**config.mk**
```make
export PLATFORM = sky130hd
export DESIGN_NAME = deque_with_remove_by_id_flat
export DESIGN_NICKNAME = d
export VERILOG_FILES = /design/src/dqr_pkg.sv /design/src/dqr_if.sv /design/src/dqr_cell.sv /design/src/deque_with_remove_by_id.sv /design/src/flat_wrapper.sv
export SDC_FILE = /design/constraint.sdc
export NUM_CORES = 2
export LEC_CHECK = 0
export BUFFER_PORTS_ARGS = -buffer_cell sky130_fd_sc_hd__buf_2
export CAP_MARGIN = 20
export CELL_PAD_IN_SITES_DETAIL_PLACEMENT = 0
export CELL_PAD_IN_SITES_GLOBAL_PLACEMENT = 1
export CORE_UTILIZATION = 50
export DETAILED_ROUTE_END_ITERATION = 8
export PLACE_DENSITY_LB_ADDON = 0.1
export SETUP_SLACK_MARGIN = 0.02
export SLEW_MARGIN = 20
export SYNTH_ARGS = -nofsm -noshare
export SYNTH_HDL_FRONTEND = slang
export SYNTH_HIERARCHICAL = 1
export SYNTH_SLANG_ARGS = --single-unit
```
**constraint.sdc**
```tcl
create_clock -name clk -period 12.98 [get_ports clk]
set_clock_uncertainty 0.2 [all_clocks]
set_input_delay 0.649 -clock clk [delete_from_list [all_inputs] [get_ports clk]]
set_output_delay 0.649 -clock clk [all_outputs]
set_load 0.02 [all_outputs]
```
**src/dqr_pkg.sv**
```systemverilog
// Shared constants, codes and types for the deque with keyed removal.
package dqr_pkg;

  localparam int CAPACITY  = 16;
  localparam int PAYLOAD_W = 32;
  localparam int ID_W      = 32;
  localparam int KIND_W    = 3;
  localparam int STATUS_W  = 2;
  localparam int COUNT_W   = $clog2(CAPACITY + 1);

  localparam logic [KIND_W-1:0] KIND_PUSH_HEAD = 3'd0;
  localparam logic [KIND_W-1:0] KIND_PUSH_TAIL = 3'd1;
  localparam logic [KIND_W-1:0] KIND_POP_HEAD  = 3'd2;
  localparam logic [KIND_W-1:0] KIND_POP_TAIL  = 3'd3;
  localparam logic [KIND_W-1:0] KIND_TAKE      = 3'd4;

  localparam logic [STATUS_W-1:0] STATUS_OK    = 2'd0;
  localparam logic [STATUS_W-1:0] STATUS_EMPTY = 2'd1;
  localparam logic [STATUS_W-1:0] STATUS_FULL  = 2'd2;

  typedef struct packed {
    logic                 valid;
    logic [PAYLOAD_W-1:0] payload;
    logic [ID_W-1:0]      id;
  } entry_t;

  // Broadcast to every cell: op code and whether the op takes effect.
  typedef struct packed {
    logic              en;
    logic [KIND_W-1:0] kind;
  } cmd_t;

endpackage

```
**src/dqr_if.sv**
```systemverilog
// Request and response channel interfaces.
interface dqr_req_if;
  logic        valid;
  logic        ready;
  logic [2:0]  kind;
  logic [31:0] payload_in;
  logic [31:0] target_id;

  modport source (output valid, kind, payload_in, target_id, input ready);
  modport sink   (input valid, kind, payload_in, target_id, output ready);
endinterface

interface dqr_rsp_if;
  logic        valid;
  logic        ready;
  logic [1:0]  status;
  logic [31:0] payload_out;
  logic [31:0] item_id;
  logic [4:0]  count;

  modport source (output valid, status, payload_out, item_id, count, input ready);
  modport sink   (input valid, status, payload_out, item_id, count, output ready);
endinterface

```
**src/dqr_cell.sv**
```systemverilog
// One slot of the deque: holds an entry and shifts with its neighbors.
module dqr_cell (
  input  logic            clk,
  input  logic            rst,
  input  dqr_pkg::cmd_t   cmd,
  input  dqr_pkg::entry_t new_entry,
  input  dqr_pkg::entry_t left,
  input  dqr_pkg::entry_t right,
  input  logic [31:0]     target,
  input  logic            prior_hit,
  output dqr_pkg::entry_t entry,
  output logic            hit_seen,
  output logic            hit,
  output dqr_pkg::entry_t sel_entry
);
  import dqr_pkg::*;

  logic                 valid;
  logic [PAYLOAD_W-1:0] payload;
  logic [ID_W-1:0]      id;
  entry_t               entry_next;
  logic                 match;
  logic                 is_tail;
  logic                 is_slot;
  logic                 sel;

  assign entry    = '{valid: valid, payload: payload, id: id};
  assign match    = valid && (id == target);
  assign hit      = match && !prior_hit;
  assign hit_seen = prior_hit || match;
  assign is_tail  = valid && !right.valid;
  assign is_slot  = !valid && left.valid;

  always_comb begin
    entry_next = entry;
    sel        = 1'b0;
    case (cmd.kind)
      KIND_PUSH_HEAD: begin
        entry_next = left;
      end
      KIND_PUSH_TAIL: begin
        if (is_slot) entry_next = new_entry;
      end
      KIND_POP_HEAD: begin
        entry_next = right;
      end
      KIND_POP_TAIL: begin
        sel = is_tail;
        if (is_tail) entry_next.valid = 1'b0;
      end
      KIND_TAKE: begin
        sel = hit;
        // everything from the hit toward the tail moves up one slot
        if (hit_seen) entry_next = right;
      end
      default: begin
        entry_next = entry;
      end
    endcase
  end

  assign sel_entry = sel ? entry : '0;

  always_ff @(posedge clk) begin
    if (rst) begin
      valid <= 1'b0;
    end else if (cmd.en) begin
      valid <= entry_next.valid;
    end
  end

  always_ff @(posedge clk) begin
    if (cmd.en) begin
      payload <= entry_next.payload;
      id      <= entry_next.id;
    end
  end

endmodule

```
**src/deque_with_remove_by_id.sv**
```systemverilog
// Top level: bounded deque of stamped entries with removal by serial number.
// Sixteen entries sit in a row of cells, head at cell 0. Each request transfer
// is one of push head, push tail, pop head, pop tail or take-by-serial, and
// returns exactly one response transfer with status (ok, empty/not found,
// full), the removed payload, the serial involved and the entry count after
// the op. A push stamps its entry with the next value of a 32-bit serial
// counter that starts at 1 and wraps; a push into a full deque is refused and
// does not advance the counter. A take removes the matching entry nearest the
// head. Undefined op codes return ok with zero data and leave state alone.
// Throughput is one op per cycle: the cells all shift in the accept cycle and
// the response is registered, so it appears in the cycle after the request
// transfer; a new request is taken while the response register is empty or
// being drained. The cycle time is set by the first-match chain rippling
// through all the cells plus the OR-select of the removed entry.
module deque_with_remove_by_id (
  input logic       clk,
  input logic       rst,
  dqr_req_if.sink   req,
  dqr_rsp_if.source rsp
);
  import dqr_pkg::*;

  // cell row
  entry_t               cells     [CAPACITY];
  entry_t               sel_ent   [CAPACITY];
  logic [CAPACITY:0]    hit_chain;
  logic [CAPACITY-1:0]  hit_vec;
  logic [CAPACITY-1:0]  valid_vec;
  entry_t               new_entry;
  entry_t               removed;
  cmd_t                 cmd;

  // control state
  logic [COUNT_W-1:0]   count;
  logic [COUNT_W-1:0]   count_next;
  logic [ID_W-1:0]      next_serial;
  logic [ID_W-1:0]      serial_inc;

  // response register
  logic                 rsp_valid;
  logic [STATUS_W-1:0]  status;
  logic [STATUS_W-1:0]  status_next;
  logic [PAYLOAD_W-1:0] payload_out;
  logic [PAYLOAD_W-1:0] payload_out_next;
  logic [ID_W-1:0]      item_id;
  logic [ID_W-1:0]      item_id_next;

  logic accept;
  logic full;
  logic empty;
  logic found;
  logic effective;

  assign req.ready = !rsp_valid || rsp.ready;
  assign accept    = req.valid && req.ready;

  assign full       = (count == COUNT_W'(CAPACITY));
  assign empty      = (count == '0);
  assign serial_inc = next_serial + ID_W'(1);
  assign new_entry  = '{valid: 1'b1, payload: req.payload_in[PAYLOAD_W-1:0], id: serial_inc};

  assign hit_chain[0] = 1'b0;
  assign found        = hit_chain[CAPACITY];

  genvar g;
  generate
    for (g = 0; g < CAPACITY; g++) begin : g_cell
      entry_t left_in;
      entry_t right_in;
      // head cell sees the incoming entry on its left, tail cell sees an empty slot
      if (g == 0) begin : g_head
        assign left_in = new_entry;
      end else begin : g_mid_l
        assign left_in = cells[g-1];
      end
      if (g == CAPACITY - 1) begin : g_tail
        assign right_in = '0;
      end else begin : g_mid_r
        assign right_in = cells[g+1];
      end

      dqr_cell u_cell (
        .clk       (clk),
        .rst       (rst),
        .cmd       (cmd),
        .new_entry (new_entry),
        .left      (left_in),
        .right     (right_in),
        .target    (req.target_id),
        .prior_hit (hit_chain[g]),
        .entry     (cells[g]),
        .hit_seen  (hit_chain[g+1]),
        .hit       (hit_vec[g]),
        .sel_entry (sel_ent[g])
      );
      assign valid_vec[g] = cells[g].valid;
    end
  endgenerate

  // at most one cell is selected, so an OR picks the removed entry
  always_comb begin
    removed = '0;
    for (int i = 0; i < CAPACITY; i++) begin
      removed = removed | sel_ent[i];
    end
  end

  // op decode: does it take effect, and what the response says
  always_comb begin
    effective        = 1'b0;
    status_next      = STATUS_OK;
    payload_out_next = '0;
    item_id_next     = '0;
    count_next       = count;
    case (req.kind)
      KIND_PUSH_HEAD, KIND_PUSH_TAIL: begin
        if (full) begin
          status_next = STATUS_FULL;
        end else begin
          effective    = 1'b1;
          item_id_next = serial_inc;
          count_next   = count + COUNT_W'(1);
        end
      end
      KIND_POP_HEAD: begin
        if (empty) begin
          status_next = STATUS_EMPTY;
        end else begin
          effective        = 1'b1;
          payload_out_next = cells[0].payload;
          item_id_next     = cells[0].id;
          count_next       = count - COUNT_W'(1);
        end
      end
      KIND_POP_TAIL: begin
        if (empty) begin
          status_next = STATUS_EMPTY;
        end else begin
          effective        = 1'b1;
          payload_out_next = removed.payload;
          item_id_next     = removed.id;
          count_next       = count - COUNT_W'(1);
        end
      end
      KIND_TAKE: begin
        if (!found) begin
          status_next = STATUS_EMPTY;
        end else begin
          effective        = 1'b1;
          payload_out_next = removed.payload;
          item_id_next     = removed.id;
          count_next       = count - COUNT_W'(1);
        end
      end
      default: begin
        effective = 1'b0;
      end
    endcase
  end

  assign cmd = '{en: accept && effective, kind: req.kind};

  always_ff @(posedge clk) begin
    if (rst) begin
      count       <= '0;
      next_serial <= '0;
    end else if (accept) begin
      count <= count_next;
      if (effective && (req.kind == KIND_PUSH_HEAD || req.kind == KIND_PUSH_TAIL)) begin
        next_serial <= serial_inc;
      end
    end
  end

  always_ff @(posedge clk) begin
    if (rst) begin
      rsp_valid <= 1'b0;
    end else if (accept) begin
      rsp_valid <= 1'b1;
    end else if (rsp.ready) begin
      rsp_valid <= 1'b0;
    end
  end

  always_ff @(posedge clk) begin
    if (accept) begin
      status      <= status_next;
      payload_out <= payload_out_next;
      item_id     <= item_id_next;
      rsp.count   <= count_next;
    end
  end

  assign rsp.valid       = rsp_valid;
  assign rsp.status      = status;
  assign rsp.payload_out = payload_out;
  assign rsp.item_id     = item_id;

`ifndef SYNTH
  localparam logic [CAPACITY:0] ONE_EXT = 1;

  a_count_range: assert property (@(posedge clk) disable iff (rst)
    count <= COUNT_W'(CAPACITY))
    else $error("entry count above capacity");

  a_count_cells: assert property (@(posedge clk) disable iff (rst)
    $countones(valid_vec) == int'(count))
    else $error("entry count disagrees with occupied cells");

  a_packed_head: assert property (@(posedge clk) disable iff (rst)
    $onehot({1'b0, valid_vec} + ONE_EXT))
    else $error("occupied cells not packed toward the head");

  a_single_hit: assert property (@(posedge clk) disable iff (rst)
    $onehot0(hit_vec))
    else $error("more than one cell claims the first match");

  a_serial_step: assert property (@(posedge clk) disable iff (rst)
    accept && effective && (req.kind == KIND_PUSH_HEAD || req.kind == KIND_PUSH_TAIL)
    |=> next_serial == $past(next_serial) + ID_W'(1))
    else $error("serial counter did not advance on a push");
`endif

endmodule
```
**src/flat_wrapper.sv**
```systemverilog
// flat-port wrapper written by rule: the top's interface ports become plain ports
module deque_with_remove_by_id_flat import dqr_pkg::*;
  (clk, rst, req_valid, req_kind, req_payload_in, req_target_id, req_ready, rsp_valid, rsp_status, rsp_payload_out, rsp_item_id, rsp_count, rsp_ready);
  dqr_req_if req_i ();
  dqr_rsp_if rsp_i ();
  input logic clk;
  input logic rst;
  input wire logic [$bits(req_i.valid)-1:0] req_valid;
  input wire logic [$bits(req_i.kind)-1:0] req_kind;
  input wire logic [$bits(req_i.payload_in)-1:0] req_payload_in;
  input wire logic [$bits(req_i.target_id)-1:0] req_target_id;
  output wire logic [$bits(req_i.ready)-1:0] req_ready;
  output wire logic [$bits(rsp_i.valid)-1:0] rsp_valid;
  output wire logic [$bits(rsp_i.status)-1:0] rsp_status;
  output wire logic [$bits(rsp_i.payload_out)-1:0] rsp_payload_out;
  output wire logic [$bits(rsp_i.item_id)-1:0] rsp_item_id;
  output wire logic [$bits(rsp_i.count)-1:0] rsp_count;
  input wire logic [$bits(rsp_i.ready)-1:0] rsp_ready;
  assign req_i.valid = req_valid;
  assign req_i.kind = req_kind;
  assign req_i.payload_in = req_payload_in;
  assign req_i.target_id = req_target_id;
  assign req_ready = req_i.ready;
  assign rsp_valid = rsp_i.valid;
  assign rsp_status = rsp_i.status;
  assign rsp_payload_out = rsp_i.payload_out;
  assign rsp_item_id = rsp_i.item_id;
  assign rsp_count = rsp_i.count;
  assign rsp_i.ready = rsp_ready;
  deque_with_remove_by_id u_core (.clk(clk), .rst(rst), .req(req_i), .rsp(rsp_i));
endmodule
```
### Word-level counts from Yosys, hierarchy flattened

Cells that the tools add are included.

| word-level totals | value |
|---|---|
| RAM bits | 0 |
| memories | 0 |
| latch bits | 0 |
| bits in read-only memories | 0 |
| input bits | 71 |
| register bits | 1149 |
| output and inout port bits | 73 |

| cells by class | value |
|---|---|
| bitwise logic cells | 15 |
| multiply operators | 0 |
| mux-type cells | 134 |
| equal/unequal tests | 68 |
| div/mod/pow operators | 0 |
| add/sub/neg operators | 3 |
| shift operators | 0 |
| magnitude comparators | 0 |
| reductions and logical operators | 138 |

Operator list:

| operator | count |
|---|---|
| one-hot mux 64 bit (4 select lines) | 16 |
| 2-to-1 mux 65 bit | 31 |
| 2-to-1 mux 64 bit | 17 |
| OR 64 bit | 15 |
| equality test 32 bit | 16 |
| 2-to-1 mux 32 bit | 7 |
| one-hot mux 32 bit (4 select lines) | 1 |
| one-hot mux 32 bit (3 select lines) | 1 |
| != test 2 bit, second input constant | 46 |
| one-hot mux 1 bit (5 select lines) | 15 |
| AND reduction 4 bit | 18 |
| AND reduction 5 bit | 14 |
| logical AND 1 bit | 49 |
| adder 32 x 1 -> 32 bit, second input constant | 1 |
| one-hot mux 1 bit (2 select lines) | 16 |
| zero test 1 bit | 31 |
| 2-to-1 mux 1 bit | 22 |
| logical OR 1 bit | 17 |
| 2-to-1 mux 5 bit | 3 |
| one-hot mux 5 bit (3 select lines) | 1 |
| nonzero test 4 bit | 2 |
| equality test 3 x 2 -> 1 bit, second input constant | 2 |
| one-hot mux 2 bit (3 select lines) | 1 |
| adder 5 x 1 -> 5 bit, second input constant | 1 |
| other kinds (14) | 15 |

### Longest topological paths before layout

| depth | value |
|---|---|
| depth after elaboration | 23 |
| mapped depth | 28 |

### Cells and area by module

Netlist, hierarchy kept.

Modules (own cells, without submodules):

| module | area each (um^2) | seq. area each (um^2) | times used | cells each |
|---|---|---|---|---|
| dqr_cell (u_core.g_cell[0].u_cell ...) | 4007.6 | 1941.9 | 15 | 430 |
| deque_with_remove_by_id | 7612.3 | 2892.8 | 1 | 820 |
| dqr_cell (u_core.g_cell[9].u_cell) | 4374.2 | 1941.9 | 1 | 426 |

### Worst setup path after synthesis

No wires, ideal clock.

| timing | value |
|---|---|
| kind | input-to-reg |
| from | in req_target_id[13] |
| to | reg u_core.g_cell[9].u_cell.id[0] (enable) |
| setup slack | 1.893 ns |
| required time | 12.192 ns |
| stages on the path | 26 |
| data arrival time | 10.298 ns |
| buffers on the path | 0 |
| path through | xnor2_1 > o211ai_1 > nor4_2 > nand4_2 > nand2b_1 > nand2b_1 > nand2b_1 > nand2b_1 > nand2b_1 > nand2b_1 > nand2b_1 > nand2b_1 > nand2b_1 > nand2b_1 > nand2b_1 > nand2b_1 > nand2b_1 > nand2b_1 > nand2b_1 > nand2b_1 > nand3b_1 > a21boi_0 > o22a_1 > nor2_1 > o21ai_0 > a221oi_1 |

RTL lines:

| item | RTL line | text |
|---|---|---|
| start, declared | flat_wrapper.sv:11 | `input wire logic [$bits(req_i.target_id)-1:0] req_target_id;` |
| end signal, assigned | dqr_cell.sv:75 | `id <= entry_next.id;` |
| end, declared | dqr_cell.sv:20 | `logic [ID_W-1:0] id;` |

==> flow_summary.ini <==
[synthesis]
syn_avg_cell_area_um2 = 9.38
syn_area_um2 = 72000
synth_cells = 7679
ys.warnings.count = 6

[routing]
drc = 0
wl_per_cell_um = 33.5
vias = 66397
postRouteWirelength_um = 325000
vias_per_cell = 6.85
detail-route-antenna-nets = 0
drt-initial-drc-count = 10483
first_pass_iters = 7

[floorplanning]
start_util_pct = 50.6
die_y_um = 382
dieArea_um2 = 146000
std_cell_rows = 138
die_x_um = 382
coreArea_um2 = 142000
ios = 144

[critical_path]
slowest_stage = a21oi_4
reg2reg_setup_slack_ns = 4.04
crit_type = register to register
cp_common_cell = nand2b_1
r2r_start = u_core/g_cell[0].u_cell/id[6]
cp-start-kind = register
end_kind = register
critPathRequiredTime_ns = 13.16
worst_path_dominant_cell_family = simple AND/OR/NAND/NOR gates
worst-path-stages = 28
path_buf_inv = 2
slowest_delay_ns = 0.91
r2r.worst_path.cells = 28
cp_max_fo = 39
reg2reg_to = u_core/g_cell[6].u_cell/payload[21]
arrival_ns = 9.13

[sta]
slew_viol_final = 0
setup_tns_ns = 0
finalHoldViolCount = 0
max_slew_margin_pct = 11.9
rsz0062_at_grt = false
fin_ws_ns = 4.04
finalSetupViolations = 0
min_period_over_period_pct = 68.9
worst_pin_slew_ns = 1.32
fmax_mhz = 112
post-route-min-period_ns = 8.94

[cts]
cts_buffers = 140
clk_pin_slew_ns = 0.06
cts_root_buffer = clkbuf_16
cts_resized = 0
cts_htree_levels = 4
cts_tree = yes
numClockSinks = 1149
clock_latency_ns = 0.79
cts_buffer_depth = 3

[placement]
hpwl_um = 201000
port-buffer-count = 143
gp_congestion = 1.01
place_ws_ns = 3.62
dpl_cell_area_um2 = 75200

[outcome]
outcome = completed

[cells_and_area]
multi_input_comb_area_um2 = 36500
fin_nets = 7773
fin_util_pct = 56.0
area_delta_synth_final_pct = 10.6
fillCellCount = 12803
drive_gt1_share_pct = 9.03
fin_area_um2 = 79700
seq_area_um2 = 34000

[global_route]
use_met1_pct = 60.6
grt_util_met2_pct = 62.1
top_usage_layer = met2
grt-ovfl-total = 0
grt_max_degree = 84
grt_use_met3_pct = 11.3
antenna_found_initial = 18
grt_usage_pct = 43.2
grt_first_pass_wirelength_um = 457000
grt_pass1_vias = 62241

[job]
drv_cap = 0

[min_path]
min_path_cells = 3
min_from = rsp_ready
hp-class = primary input to register
min_to = u_core/rsp.valid

[pwr]
p_leak_nw = 30.6
peakVddDrop_v = 0.000126
powerDensity_nw_per_um2 = 120
p_total_w = 0.00958
[report_power, final]
part / total, W / internal, W / switching, W
sequential: 0.00435 / 0.00423 / 0.000111
combinational: 0.00137 / 0.000382 / 0.000986
clock: 0.00387 / 0.00220 / 0.00167
[final cells by class]
cell class | count | share of cell area, %
antenna | 13 | 0.0408
inverter | 56 | 0.267
sequential | 1149 | 42.6
clock inverter | 62 | 0.642
timing repair buffer | 326 | 2.84
multi-input combinational | 6026 | 45.9
clock buffer | 176 | 4.76
tap | 1890 | 2.97
[cells in the final DEF, fill, tap and decap left out, drive strengths merged, types with 54 or more instances in the layout]
cell type	n
nand2	2110
buf	325
a21oi	94
a22oi	1040
clkbuf	176
nand4	174
edfxtp	1095
xnor2	518
nor2	124
conb	90
nor2b	65
a22o	60
and2	963
dfxtp	54
nor4	277
inv	61
[worst register-to-register path, delay by kind of cell (launching register included)]
family | cells | cell delay, ns
xor+xnor | 1 | 0.17
buf+inv | 2 | 1.28
flops | 1 | 0.46
simple gates | 21 | 4.82
compound gates | 4 | 1.59
[layer usage]
layer / wire (um) / up-vias
li1: - / 27592
met1: 129000 / 32723
met2: 135000 / 5163
met3: 44100 / 907
met4: 17200 / 12
met5: 84 / -
[through the flow]
stage / instances / hold slack, ns
2_1_floorplan: 7767 / 0.260
3_3_place_gp: 9437 / 0.274
3_5_place_dp: 9441 / 0.286
4_1_cts: 9680 / 0.00485
5_1_grt: 9686 / 0.0739
6_report: 9698 / 0.0400
[registers in the layout, indices dropped and copies added, names as in the netlist]
signal	flops
u_core/count	5
u_core/g_cell.u_cell/id	512
u_core/g_cell.u_cell/payload	512
u_core/g_cell.u_cell/valid	16
u_core/next_serial	32
u_core/rsp.count	5
u_core/rsp.item_id	32
u_core/rsp.payload_out	32
u_core/rsp.status	2
u_core/rsp.valid	1
[worst max-delay path by stage]
stage	start	endpoint	slack (ns)
6_report	u_core/g_cell[0].u_cell/id[6]	u_core/g_cell[6].u_cell/payload[21]	4.04
5_1_grt	u_core/g_cell[0].u_cell/id[6]	u_core/g_cell[6].u_cell/payload[21]	3.72
4_1_cts	u_core/g_cell[0].u_cell/id[6]	u_core/g_cell[7].u_cell/payload[21]	4.26
3_5_place_dp	req_target_id[5]	u_core/g_cell[7].u_cell/payload[8]	3.62
3_3_place_gp	req_target_id[5]	u_core/g_cell[7].u_cell/payload[25]	3.71
2_1_floorplan	req_target_id[13]	u_core/g_cell[9].u_cell/id[0]	2.28
[repair_timing]
item                                    in CTS  in global routing
endpoints found under the hold margin        1                  0
hold buffers                                 1                  0
endpoints found under the setup margin       0                  0
buffers inserted                             0                  0
Power figures use the tool's default switching activity.
